`src/sv/touch_zone_hit_test_unit_defines.svh`:
```
// Assertion macros for the touch zone hit test unit.
`ifndef TOUCH_ZONE_HIT_TEST_UNIT_DEFINES_SVH
`define TOUCH_ZONE_HIT_TEST_UNIT_DEFINES_SVH

// Same-cycle implication, checked out of reset.
`define TZHT_ASSERT_IMP(name, ante, cons) \
  name: assert property (@(posedge clk_i) disable iff (!rst_ni) (ante) |-> (cons)) \
    else $error("touch zone hit test check failed");

// Next-cycle implication, checked out of reset.
`define TZHT_ASSERT_NXT(name, ante, cons) \
  name: assert property (@(posedge clk_i) disable iff (!rst_ni) (ante) |=> (cons)) \
    else $error("touch zone hit test check failed");

`endif

```
`src/sv/tzht_pkg.sv`:
```
// Shared types, codes and defaults of the touch zone hit test unit.
package tzht_pkg;

  localparam int LayoutDepthDef = 64;
  localparam int ActionDepthDef = 32;

  localparam logic [1:0] KIND_LAYOUT = 2'd0;
  localparam logic [1:0] KIND_ACTION = 2'd1;
  localparam logic [1:0] KIND_TOUCH  = 2'd2;

  localparam int CfgIdxW = 3;
  localparam logic [CfgIdxW-1:0] CFG_CODE_END    = 3'd0;
  localparam logic [CfgIdxW-1:0] CFG_CODE_ORIGIN = 3'd1;
  localparam logic [CfgIdxW-1:0] CFG_CODE_SIZE   = 3'd2;
  localparam logic [CfgIdxW-1:0] CFG_CODE_ROW    = 3'd3;
  localparam logic [CfgIdxW-1:0] CFG_CODE_COLUMN = 3'd4;
  localparam logic [CfgIdxW-1:0] CFG_DEF_WIDTH   = 3'd5;
  localparam logic [CfgIdxW-1:0] CFG_DEF_HEIGHT  = 3'd6;

  typedef struct packed {
    logic [1:0]  kind;
    logic [5:0]  index;
    logic [15:0] value;
    logic        touching;
    logic [15:0] touch_x;
    logic [15:0] touch_y;
  } item_t;

  typedef struct packed {
    logic        hit;
    logic [7:0]  action;
    logic [15:0] zone_x;
    logic [15:0] zone_y;
    logic [15:0] zone_w;
    logic [15:0] zone_h;
  } result_t;

  typedef struct packed {
    logic start;
    logic walk;
    logic wr_layout;
    logic wr_action;
    logic load_out;
  } cmd_t;

  typedef struct packed {
    logic done;
  } status_t;

endpackage

```
`src/sv/tzht_ram.sv`:
```
// Generic single-write, single-read RAM with registered read data.
module tzht_ram #(
  parameter int Width = 16,
  parameter int Depth = 64,
  parameter int AddrW = $clog2(Depth)
) (
  input  logic             clk_i,
  input  logic             we_i,
  input  logic [AddrW-1:0] waddr_i,
  input  logic [Width-1:0] wdata_i,
  input  logic             re_i,
  input  logic [AddrW-1:0] raddr_i,
  output logic [Width-1:0] rdata_o
);

  logic [Width-1:0] mem_q [Depth];
  logic [Width-1:0] rdata_q;

  always_ff @(posedge clk_i) begin
    if (we_i) begin
      mem_q[waddr_i] <= wdata_i;
    end
    if (re_i) begin
      rdata_q <= mem_q[raddr_i];
    end
  end

  assign rdata_o = rdata_q;

endmodule

```
`src/sv/tzht_ctrl.sv`:
```
// Controller: accepts items, sequences the layout walk and the result transfer.
module tzht_ctrl (
  input  logic                clk_i,
  input  logic                rst_ni,
  input  logic                in_valid_i,
  output logic                in_stall_o,
  input  logic [1:0]          kind_i,
  input  logic                touching_i,
  output logic                out_valid_o,
  input  logic                out_stall_i,
  output tzht_pkg::cmd_t      cmd_o,
  input  tzht_pkg::status_t   status_i
);

  localparam logic [1:0] ST_IDLE = 2'd0;
  localparam logic [1:0] ST_WALK = 2'd1;
  localparam logic [1:0] ST_FIN  = 2'd2;

  logic [1:0] state_q, state_d;
  logic       was_touching_q, was_touching_d;
  logic       out_valid_q, out_valid_d;
  logic       accept;
  logic       out_free;

  assign in_stall_o = (state_q != ST_IDLE);
  assign accept     = in_valid_i && (state_q == ST_IDLE);
  assign out_free   = !out_valid_q || !out_stall_i;

  always_comb begin
    state_d        = state_q;
    was_touching_d = was_touching_q;
    out_valid_d    = out_valid_q && out_stall_i;
    cmd_o          = '0;
    case (state_q)
      ST_IDLE: begin
        if (accept) begin
          cmd_o.wr_layout = (kind_i == tzht_pkg::KIND_LAYOUT);
          cmd_o.wr_action = (kind_i == tzht_pkg::KIND_ACTION);
          if (kind_i == tzht_pkg::KIND_TOUCH) begin
            was_touching_d = touching_i;
            if (touching_i && !was_touching_q) begin
              cmd_o.start = 1'b1;
              state_d     = ST_WALK;
            end
          end
        end
      end
      ST_WALK: begin
        cmd_o.walk = 1'b1;
        if (status_i.done) begin
          state_d = ST_FIN;
        end
      end
      ST_FIN: begin
        if (out_free) begin
          cmd_o.load_out = 1'b1;
          out_valid_d    = 1'b1;
          state_d        = ST_IDLE;
        end
      end
      default: begin
        state_d = ST_IDLE;
      end
    endcase
  end

  always_ff @(posedge clk_i or negedge rst_ni) begin
    if (!rst_ni) begin
      state_q        <= ST_IDLE;
      was_touching_q <= 1'b0;
      out_valid_q    <= 1'b0;
    end else begin
      state_q        <= state_d;
      was_touching_q <= was_touching_d;
      out_valid_q    <= out_valid_d;
    end
  end

  assign out_valid_o = out_valid_q;

endmodule

```
`src/sv/tzht_datapath.sv`:
```
// Datapath: tables, configuration registers, walk registers and result register.
module tzht_datapath #(
  parameter int LayoutDepth = tzht_pkg::LayoutDepthDef,
  parameter int ActionDepth = tzht_pkg::ActionDepthDef
) (
  input  logic                          clk_i,
  input  logic                          rst_ni,
  input  logic                          cfg_we_i,
  input  logic [tzht_pkg::CfgIdxW-1:0]  cfg_index_i,
  input  logic [15:0]                   cfg_wdata_i,
  input  tzht_pkg::item_t               item_i,
  input  tzht_pkg::cmd_t                cmd_i,
  output tzht_pkg::status_t             status_o,
  output tzht_pkg::result_t             result_o
);

  localparam int LaW = $clog2(LayoutDepth);
  localparam int PW  = $clog2(LayoutDepth + 1);
  localparam int AcW = $clog2(ActionDepth);
  localparam int KW  = $clog2(ActionDepth + 1);

  localparam logic [1:0] PH_WORD = 2'd0;
  localparam logic [1:0] PH_OP1  = 2'd1;
  localparam logic [1:0] PH_OP2  = 2'd2;

  function automatic logic [15:0] sat_add(input logic [15:0] a, input logic [15:0] b);
    logic [16:0] sum;
    sum = {1'b0, a} + {1'b0, b};
    return sum[16] ? 16'hFFFF : sum[15:0];
  endfunction

  // configuration registers
  logic [7:0]  code_end_q, code_origin_q, code_size_q, code_row_q, code_column_q;
  logic [15:0] def_width_q, def_height_q;

  always_ff @(posedge clk_i or negedge rst_ni) begin
    if (!rst_ni) begin
      code_end_q    <= 8'd255;
      code_origin_q <= 8'd254;
      code_size_q   <= 8'd253;
      code_row_q    <= 8'd252;
      code_column_q <= 8'd251;
      def_width_q   <= 16'd16;
      def_height_q  <= 16'd16;
    end else if (cfg_we_i) begin
      case (cfg_index_i)
        tzht_pkg::CFG_CODE_END:    code_end_q    <= cfg_wdata_i[7:0];
        tzht_pkg::CFG_CODE_ORIGIN: code_origin_q <= cfg_wdata_i[7:0];
        tzht_pkg::CFG_CODE_SIZE:   code_size_q   <= cfg_wdata_i[7:0];
        tzht_pkg::CFG_CODE_ROW:    code_row_q    <= cfg_wdata_i[7:0];
        tzht_pkg::CFG_CODE_COLUMN: code_column_q <= cfg_wdata_i[7:0];
        tzht_pkg::CFG_DEF_WIDTH:   def_width_q   <= cfg_wdata_i;
        tzht_pkg::CFG_DEF_HEIGHT:  def_height_q  <= cfg_wdata_i;
        default: ;
      endcase
    end
  end

  // walk registers
  logic [PW-1:0] p_q, p_d;
  logic [1:0]    phase_q, phase_d;
  logic          is_origin_q, is_origin_d;
  logic          horiz_q, horiz_d;
  logic [KW-1:0] k_q, k_d;
  logic [15:0]   ox_q, ox_d, oy_q, oy_d, w_q, w_d, h_q, h_d;
  logic [15:0]   x1_q, x1_d, x2_q, x2_d, y1_q, y1_d, y2_q, y2_d;
  logic [15:0]   tx_q, ty_q;
  logic          hit_q, hit_d;
  tzht_pkg::result_t out_q;

  // tables
  logic           lay_we, lay_re, act_we, act_re;
  logic [LaW-1:0] lay_raddr;
  logic [15:0]    lay_rdata;
  logic [7:0]     act_rdata;

  assign lay_we = cmd_i.wr_layout && (32'(item_i.index) < LayoutDepth);
  assign act_we = cmd_i.wr_action && (32'(item_i.index) < ActionDepth);
  assign lay_re = cmd_i.start || cmd_i.walk;
  assign lay_raddr = cmd_i.start ? '0 : LaW'(p_q + PW'(1));

  tzht_ram #(.Width(16), .Depth(LayoutDepth)) u_layout (
    .clk_i   (clk_i),
    .we_i    (lay_we),
    .waddr_i (LaW'(item_i.index)),
    .wdata_i (item_i.value),
    .re_i    (lay_re),
    .raddr_i (lay_raddr),
    .rdata_o (lay_rdata)
  );

  tzht_ram #(.Width(8), .Depth(ActionDepth)) u_action (
    .clk_i   (clk_i),
    .we_i    (act_we),
    .waddr_i (AcW'(item_i.index)),
    .wdata_i (item_i.value[7:0]),
    .re_i    (act_re),
    .raddr_i (k_q[AcW-1:0]),
    .rdata_o (act_rdata)
  );

  always_comb begin
    logic [7:0]  s;
    logic [15:0] zx1, zx2, zy1, zy2;
    logic        room;
    logic        done;
    s    = lay_rdata[7:0];
    room = (32'(p_q) + 32'd3) <= LayoutDepth;
    zx1  = x1_q;
    zx2  = x2_q;
    zy1  = y1_q;
    zy2  = y2_q;
    done = 1'b0;

    p_d         = p_q;
    phase_d     = phase_q;
    is_origin_d = is_origin_q;
    horiz_d     = horiz_q;
    k_d         = k_q;
    ox_d        = ox_q;
    oy_d        = oy_q;
    w_d         = w_q;
    h_d         = h_q;
    x1_d        = x1_q;
    x2_d        = x2_q;
    y1_d        = y1_q;
    y2_d        = y2_q;
    hit_d       = hit_q;
    act_re      = 1'b0;

    if (cmd_i.start) begin
      p_d         = '0;
      phase_d     = PH_WORD;
      is_origin_d = 1'b0;
      horiz_d     = 1'b1;
      k_d         = '0;
      ox_d        = '0;
      oy_d        = '0;
      w_d         = def_width_q;
      h_d         = def_height_q;
      x1_d        = '0;
      x2_d        = '0;
      y1_d        = '0;
      y2_d        = '0;
      hit_d       = 1'b0;
    end else if (cmd_i.walk) begin
      p_d = p_q + PW'(1);
      case (phase_q)
        PH_OP1: begin
          if (is_origin_q) begin
            ox_d = lay_rdata;
          end else begin
            w_d = lay_rdata;
          end
          phase_d = PH_OP2;
        end
        PH_OP2: begin
          if (is_origin_q) begin
            oy_d = lay_rdata;
            x2_d = ox_q;
            y2_d = lay_rdata;
          end else begin
            h_d = lay_rdata;
          end
          phase_d = PH_WORD;
        end
        PH_WORD: begin
          if (s == code_end_q) begin
            done = 1'b1;
          end else if (s == code_origin_q) begin
            done        = !room;
            is_origin_d = 1'b1;
            phase_d     = PH_OP1;
          end else if (s == code_size_q) begin
            done        = !room;
            is_origin_d = 1'b0;
            phase_d     = PH_OP1;
          end else if (s == code_row_q) begin
            horiz_d = 1'b1;
            y1_d    = y2_q;
            y2_d    = sat_add(y2_q, h_q);
            x2_d    = ox_q;
          end else if (s == code_column_q) begin
            horiz_d = 1'b0;
            x1_d    = x2_q;
            x2_d    = sat_add(x2_q, w_q);
            y2_d    = oy_q;
          end else if (k_q == KW'(ActionDepth)) begin
            done = 1'b1;
          end else begin
            if (horiz_q) begin
              zx1 = x2_q;
              zx2 = sat_add(x2_q, {8'd0, s});
            end else begin
              zy1 = y2_q;
              zy2 = sat_add(y2_q, {8'd0, s});
            end
            x1_d = zx1;
            x2_d = zx2;
            y1_d = zy1;
            y2_d = zy2;
            if (tx_q >= zx1 && tx_q < zx2 && ty_q >= zy1 && ty_q < zy2) begin
              done   = 1'b1;
              hit_d  = 1'b1;
              act_re = 1'b1;
            end else begin
              k_d = k_q + KW'(1);
            end
          end
        end
        default: begin
          done = 1'b1;
        end
      endcase
      if (p_q == PW'(LayoutDepth - 1)) begin
        done = 1'b1;
      end
    end
    status_o.done = done;
  end

  always_ff @(posedge clk_i or negedge rst_ni) begin
    if (!rst_ni) begin
      p_q         <= '0;
      phase_q     <= PH_WORD;
      is_origin_q <= 1'b0;
      horiz_q     <= 1'b1;
      k_q         <= '0;
      hit_q       <= 1'b0;
    end else begin
      p_q         <= p_d;
      phase_q     <= phase_d;
      is_origin_q <= is_origin_d;
      horiz_q     <= horiz_d;
      k_q         <= k_d;
      hit_q       <= hit_d;
    end
  end

  always_ff @(posedge clk_i) begin
    ox_q <= ox_d;
    oy_q <= oy_d;
    w_q  <= w_d;
    h_q  <= h_d;
    x1_q <= x1_d;
    x2_q <= x2_d;
    y1_q <= y1_d;
    y2_q <= y2_d;
    if (cmd_i.start) begin
      tx_q <= item_i.touch_x;
      ty_q <= item_i.touch_y;
    end
    if (cmd_i.load_out) begin
      if (hit_q) begin
        out_q.hit    <= 1'b1;
        out_q.action <= act_rdata;
        out_q.zone_x <= x1_q;
        out_q.zone_y <= y1_q;
        out_q.zone_w <= x2_q - x1_q;
        out_q.zone_h <= y2_q - y1_q;
      end else begin
        out_q <= '0;
      end
    end
  end

  assign result_o = out_q;

endmodule

```
`src/sv/touch_zone_hit_test_unit.sv`:
```
// Top level of the touch zone hit test unit: controller, datapath and checks.
//
//  channel | direction | handshake              | payload
//  in      | input     | in_valid_i / in_stall_o  | tzht_pkg::item_t
//  out     | output    | out_valid_o / out_stall_i| tzht_pkg::result_t
//  cfg     | input     | cfg_we_i                 | cfg_index_i, cfg_wdata_i
//
// Table writes, unused kinds, releases and held presses leave the block idle.
// A new press occupies the block through its layout walk and the result
// transfer: the walk reads one layout word per cycle from the layout RAM
// read port. in_stall_o is high from a press transfer until its
// result is in the output register; a stalled output holds the walk's end.
// Reset loads control and configuration defaults; tables need no clearing.
module touch_zone_hit_test_unit #(
  parameter int LayoutDepth = tzht_pkg::LayoutDepthDef,
  parameter int ActionDepth = tzht_pkg::ActionDepthDef
) (
  input  logic                          clk_i,
  input  logic                          rst_ni,
  input  logic                          cfg_we_i,
  input  logic [tzht_pkg::CfgIdxW-1:0]  cfg_index_i,
  input  logic [15:0]                   cfg_wdata_i,
  input  logic                          in_valid_i,
  output logic                          in_stall_o,
  input  tzht_pkg::item_t               in_data_i,
  output logic                          out_valid_o,
  input  logic                          out_stall_i,
  output tzht_pkg::result_t             out_data_o
);

  tzht_pkg::cmd_t    cmd;
  tzht_pkg::status_t status;

  tzht_ctrl u_ctrl (
    .clk_i       (clk_i),
    .rst_ni      (rst_ni),
    .in_valid_i  (in_valid_i),
    .in_stall_o  (in_stall_o),
    .kind_i      (in_data_i.kind),
    .touching_i  (in_data_i.touching),
    .out_valid_o (out_valid_o),
    .out_stall_i (out_stall_i),
    .cmd_o       (cmd),
    .status_i    (status)
  );

  tzht_datapath #(
    .LayoutDepth (LayoutDepth),
    .ActionDepth (ActionDepth)
  ) u_datapath (
    .clk_i       (clk_i),
    .rst_ni      (rst_ni),
    .cfg_we_i    (cfg_we_i),
    .cfg_index_i (cfg_index_i),
    .cfg_wdata_i (cfg_wdata_i),
    .item_i      (in_data_i),
    .cmd_i       (cmd),
    .status_o    (status),
    .result_o    (out_data_o)
  );

`include "touch_zone_hit_test_unit_defines.svh"

  `TZHT_ASSERT_IMP(a_miss_is_zero, out_valid_o && !out_data_o.hit, out_data_o.action == 8'd0 && out_data_o.zone_x == 16'd0 && out_data_o.zone_y == 16'd0 && out_data_o.zone_w == 16'd0 && out_data_o.zone_h == 16'd0)
  `TZHT_ASSERT_IMP(a_hit_has_area, out_valid_o && out_data_o.hit, out_data_o.zone_w != 16'd0 && out_data_o.zone_h != 16'd0)
  `TZHT_ASSERT_IMP(a_result_after_walk, $rose(out_valid_o), $past(in_stall_o))
  `TZHT_ASSERT_NXT(a_walk_stalls_input, in_valid_i && !in_stall_o && in_data_i.kind == tzht_pkg::KIND_TOUCH && in_data_i.touching && !$past(in_data_i.touching) && $past(in_valid_i && !in_stall_o && in_data_i.kind == tzht_pkg::KIND_TOUCH), in_stall_o)

endmodule

```
`config.mk`:
```
export PLATFORM = sky130hd
export DESIGN_NAME = touch_zone_hit_test_unit
export DESIGN_NICKNAME = d
export VERILOG_FILES = /design/src/sv/tzht_pkg.sv /design/src/sv/tzht_ram.sv /design/src/sv/tzht_ctrl.sv /design/src/sv/tzht_datapath.sv /design/src/sv/touch_zone_hit_test_unit.sv
export VERILOG_INCLUDE_DIRS = /design/src /design/src/sv
export SDC_FILE = /design/constraint.sdc
export NUM_CORES = 2
export LEC_CHECK = 0
export BUFFER_PORTS_ARGS = -buffer_cell sky130_fd_sc_hd__buf_2
export CAP_MARGIN = 20
export CELL_PAD_IN_SITES_DETAIL_PLACEMENT = 1
export CELL_PAD_IN_SITES_GLOBAL_PLACEMENT = 1
export CORE_ASPECT_RATIO = 1.25
export CORE_UTILIZATION = 50
export CTS_BUF_LIST = sky130_fd_sc_hd__clkbuf_2
export DETAILED_ROUTE_END_ITERATION = 8
export PLACE_DENSITY_LB_ADDON = 0.1
export SETUP_SLACK_MARGIN = 0.2
export SLEW_MARGIN = 20
export SYNTH_ARGS = -nofsm -noshare
export SYNTH_HDL_FRONTEND = slang
export SYNTH_HIERARCHICAL = 1
export SYNTH_SLANG_ARGS = --single-unit
```
`constraint.sdc`:
```
create_clock -name clk_i -period 8.15 [get_ports clk_i]
set_input_delay 0.4075 -clock clk_i [delete_from_list [all_inputs] [get_ports clk_i]]
set_output_delay 0.4075 -clock clk_i [all_outputs]
set_load 0.01 [all_outputs]
```
After elaboration in Yosys (flattened, before gate mapping)
Memories as Yosys holds them, arrays and structs flattened. A register that Yosys moved wholly into a read port is not among the register bits.
Cells that the tools add are included.
Cells by class
  eq/ne operators: 42
  bitwise logic cells: 4
  $add $sub $neg: 9
  muxes and demuxes: 157
  reduce and logical (&&, ||, !) cells: 49
  $lt $le $gt $ge: 6
Operators with widths (number)
  16-bit two-way mux: 70
  73-bit two-way mux: 1
  6-bit two-way mux: 11
  16-bit case mux with 2 select lines: 2
  1-bit two-way mux: 56
  8-bit equality test: 5
  16-bit by 16-bit adder with 17-bit output: 2
  16-bit by 8-bit adder with 17-bit output: 2
  16-bit >= comparator: 2
  32-bit by 7-bit <= comparator with 1-bit output (second input constant): 1
  16-bit less-than comparator: 2
  16-bit subtractor: 2
  2-bit by 1-bit inequality test with 1-bit output (second input constant): 14
  2-bit two-way mux: 12
  7-bit AND reduction: 3
  9-bit AND reduction: 2
  3-bit AND reduction: 5
  7-bit two-way mux: 2
  2-bit AND reduction: 7
  2-bit nonzero test: 7
  2-bit inequality test (second input constant): 6
  2-bit case mux with 3 select lines: 2
  3-bit equality test (second input constant): 3
  7-bit by 2-bit adder with 8-bit output (second input constant): 1
  other kinds (25): 47
Storage, ports and cells
  bits in writable memories: 1280
  logic and storage cells: 301
  input bits: 81
  output and inout bits: 75
  flip-flop bits (word level): 327
  memories kept: 2
Memories
  u_datapath.u_layout.mem_q: words 64, bits a word 16, read ports 1, clocked after memory_dff 1, write ports 1, line tzht_ram.sv:16  | logic [Width-1:0] mem_q [Depth];
  u_datapath.u_action.mem_q: words 32, bits a word 8, read ports 1, clocked after memory_dff 1, write ports 1, line tzht_ram.sv:16

Depth between registers and ports, before layout
  depth after elaboration: 29
  mapped depth: 18
  depth with buffers taken out: 18

By module
Netlist, hierarchy kept.
Modules (own cells, without submodules)
  tzht_ram (u_datapath.u_layout): area each 40138.5 µm², cells each 1820, sequential area each 31230.0 µm², instances 1
  tzht_datapath: area each 19145.9 µm², cells each 1939, sequential area each 8335.5 µm², instances 1
  tzht_ram (u_datapath.u_action): area each 10133.5 µm², cells each 417, sequential area each 7927.6 µm², instances 1
  tzht_ctrl: area each 237.7 µm², cells each 21, sequential area each 100.1 µm², instances 1

Worst setup path after synthesis
OpenSTA, ideal clock, no wires.
  kind: register -> register
  start point: register u_ctrl.state_q[1]
  end point: register u_datapath.u_layout.rdata_q[9], in the netlist u_datapath/u_layout/rdata_o[9], read port of u_datapath.u_layout.mem_q, data pin
  data arrival time: 4.584 ns
  clock period less this slack: 4.840 ns
  setup time: 0.256 ns
  buffers on the path: 6
  data required time: 7.894 ns
  path slack: 3.310 ns
  cell stages (with the launch flop): 16
  cell sequence: dfrtp_1 nor2_4 nand4b_4 nor2_1 clkbuf_1 buf_1 buf_1 nor2_1 buf_6 buf_12 buf_12 mux4_2 mux2i_1 nand3_1 o211a_1 o211a_1
RTL lines
  start, declared: line tzht_ctrl.sv:19  | logic [1:0] state_q, state_d;
  start signal, assigned: line tzht_ctrl.sv:73  | state_q <= state_d;
  end, declared: line tzht_ram.sv:17  | logic [Width-1:0] rdata_q;

==> flow_summary.yaml <==
timing:
  grt_setup_unrepaired: "no"
  min_period_over_period_pct: 76.5
  max_slew_margin_pct: 18.2
  fmaxAchievable_ghz: 0.160
  worst-slew-pin-transition_ps: 1230
  setup_tns_ps: 0
  timing.final.hold_violations: 0
  final_hold_slack_ps: 234
  setup_viol: 0
  finalMaxSlewViolations: 0
  finalCriticalPeriod_ps: 6230
  clock-skew-final_ps: 150
  post-route-worst-setup-slack_ps: 1920
yosys:
  complex_gate_fraction_of_the_synthesized_area_pct: 5.07
  synth_cells: 4197
  primary_ff_master_synth: "sky130_fd_sc_hd__edfxtp_1"
  seq_area_frac_synth_pct: 68.3
  combinational_family_with_the_most_area_after_synthesis: "multiplexers"
  synth_edf_count: 1441
  mappedNetlistNets: 4432
  ffs_w_async_s_r_synth_pct: 5.76
  area_share_of_fa_ha_maj_cells_after_synthesis_pct: 2.83
  synth_cell_types: 89
  syn_area_cell_um2: 16.6
  synth_xor_area_share_pct: 1.32
  synth.ff_latch_count: 1631
  synthMuxAreaShare_pct: 13.9
  yosys.area_share.simple_pct: 6.47
  synth.cell_area_um2: 69700
  synth.yosys.warnings: 6
cells_and_area:
  final-instance-count-excl-fill: 7074
  commonest_non_fill_non_tap_cell_in_the_layout: "sky130_fd_sc_hd__edfxtp_1"
  area_delta_synth_final_pct: 13.4
  drive_gt1_share_pct: 26.3
  layout_common_cells: "sky130_fd_sc_hd__edfxtp_1 (1,441), sky130_fd_sc_hd__clkbuf_2 (582), sky130_fd_sc_hd__nor2_1 (302)"
  finish.instance_area_um2: 79000
  finalNetCount: 5169
  fillCellCount: 13100
worst_setup_path:
  endpoint_kind: "flop"
  timing.critical_path.arrival_ps: 7630
  worst_r2r_path_depth: 12
  crit_required_ps: 9550
  cp-start-kind: "flop"
  worstSetupPathType: "flop to flop"
  cp_max_fo: 126
placed_design:
  port-buffer-count: 155
  place.gp.congestion: 0.901
  place_hpwl_um: 128000
  pre_cts_ws_ps: 2380
  placed_cells: 6107
  post_dp_cell_area_um2: 72700
global_route:
  globalRouteOverflowTotal: 0
  grt_usage_pct: 29.0
  pin_count_of_the_biggest_net_entering_global_routing: 127
  antenna_found_initial: 4
  grt_pass1_vias: 44700
  global_route_wire_length_before_repair_um: 293000
floorplan:
  floorplan.initialDensity_pct: 50.6
  placement_rows: 152
  design.die.area_um2: 141000
  dieHeight_um: 419
  die-width_um: 336
  floorplan.io_pins: 156
  floorplan.core_area_um2: 138000
route:
  post_drt_via_cell_ratio: 5.89
  vias: 41700
  final_antenna_net_count: 0
  drt-pass1-iter-count: 5
  total_detailed_routing_wirelength_um: 203000
  remaining_drc_errors: 0
  drt_iter0_drc: 2911
  avgRoutedWirePerCell_um: 28.6
clock_tree:
  clkSlewWorstSetupHoldPaths_ps: 110
  tritoncts: "built"
  clk-insertion-delay-late_ps: 1810
  cts-root-buf: "sky130_fd_sc_hd__clkbuf_2"
  cts.sinks: 1631
  postCtsSetupRepairBufs: 0
  cts_htree_levels: 5
  cts.path.max_buffers: 4
  cts_made_buffers: 405
  postCtsResizedCells: 0
  cts_hold_buf: 267
pwr:
  ir_drop_uv: 557
  leakagePower_nw: 27.8
  power_density_nw_per_um2: 355
hold_path:
  number_of_instances_on_the_worst_hold_path: 3
  min-delay-path-class: "input pin to flop"
run_status:
  outcome: "finished, final reports clean"
run:
  maxCapViolations: 0
## cell usage after synthesis (all sizes together) (14+ instances only)
master  number  area, um2
mux2i      179       1790
and4        15        134
dfrtp       56       1400
a221oi      28        245
nor2b       59        369
a31oi       17        106
nor4        20        153
inv         68        255
nor2       311       1180
a22oi       62        465
a21oi      130        651
ha         148       1850
nand4       32        200
and3        16        100
mux4       303       6830
a211o       14        123
dfxtp       96       1920
nand2b      41        257
xnor2       81        709
a21o        19        143
a311oi      17        149
edfxtp    1441      43300
xor2        24        210
nor3        40        200
dfstp       38        998
nand3       75        375
clkbuf     117        439
nand2      235        885
o21ai       65        325
a211oi      44        340
and2        24        150
buf         97        722
mux2        96       1090
## critical path, cell delays in order (launching register included)
cell and delay, ps:
sky130_fd_sc_hd__dfrtp_1 430, sky130_fd_sc_hd__nor2_4 220, sky130_fd_sc_hd__nand4b_4 110, sky130_fd_sc_hd__dlygate4sd3_1 590
sky130_fd_sc_hd__dlygate4sd3_1 660, sky130_fd_sc_hd__nor2_4 700, sky130_fd_sc_hd__nor2b_4 260, sky130_fd_sc_hd__buf_12 290
sky130_fd_sc_hd__nor2_2 620, sky130_fd_sc_hd__buf_4 330, sky130_fd_sc_hd__a22oi_1 160, sky130_fd_sc_hd__and3_1 220
sky130_fd_sc_hd__nor4_1 820
## report_power, final
| part | switching, mW | leakage [nW] | total, mW | internal [mW] |
|---|---|---|---|---|
| logic | 7.18 | 10.2 | 12.1 | 4.94 |
| clock network | 3.29 | 2.67 | 5.28 | 2.00 |
| registers | 0.861 | 14.9 | 10.6 | 9.76 |
| total | 11.3 | 27.8 | 28.0 | 16.7 |
## final timing paths
| check | from | endpoint | slack, ps |
|---|---|---|---|
| worst min-delay path | in_data_i[33] | u_datapath/u_action/mem_q[15][0] | 230 |
| worst max-delay path | u_ctrl/state_q[1] | u_datapath/u_layout/rdata_o[0] | 1920 |
| worst min register to register | u_datapath/ox_q[13] | u_datapath/ox_q[13] | 460 |
| max in group asynchronous | rst_ni | u_datapath/k_q[0] | 6090 |
| min in group asynchronous | rst_ni | u_datapath/def_height_q[14] | 810 |
| worst max register to register | u_ctrl/state_q[1] | u_datapath/u_layout/rdata_o[0] | 1920 |
## through the flow
step,utilization (%),power (mW)
global placement,52.8,22.5
floorplan,-,18.6
CTS,57.3,28.1
finish,57.4,28.0
global route,57.4,29.4
detailed placement,52.8,22.7
## logic make-up (layout without fill, tap and decap cells)
kind of cell,after synthesis,in the layout
AOI/OAI and AO/OA,514,514
and+or+nand+nor,933,933
other,0,4
muxes,578,578
DFF,1631,1631
buffers and inverters,282,1307
adders and majority gates,154,154
xor gates and xnor gates,105,105
## area by class of cell
cell class / instances / area, um2 / share of cell area [%]
diodes: 4 / 10.0 / 0.0127
multi-input cells: 2284 / 20700 / 26.3
repair buffers: 544 / 4630 / 5.86
flip-flops and latches: 1631 / 47600 / 60.3
well taps: 1848 / 2310 / 2.93
clock inverters: 113 / 531 / 0.672
clock buffers: 582 / 2910 / 3.69
inverters: 68 / 255 / 0.323
## registers in the layout, indices dropped and copies added (netlist names), 16 cells and up
signal                       count
u_datapath/ty_q                 16
u_datapath/tx_q                 16
u_datapath/u_layout/rdata_o     16
u_datapath/oy_q                 16
u_datapath/y1_q                 16
u_datapath/x1_q                 16
u_datapath/result_o             73
u_datapath/def_width_q          16
u_datapath/y2_q                 16
u_datapath/u_action/mem_q      256
u_datapath/def_height_q         16
u_datapath/ox_q                 16
u_datapath/w_q                  16
u_datapath/h_q                  16
u_datapath/x2_q                 16
u_datapath/u_layout/mem_q     1024
## layer usage
layer,global-route usage [%],up-vias,part of all wire [%]
li1,-,18300,-
met1,33.1,21500,37
met2,51.3,1497,52
met3,5.30,437,5.4
met4,16.2,0,5.6
met5,0,-,0
Note: power is estimated with default switching activity, not from simulation.
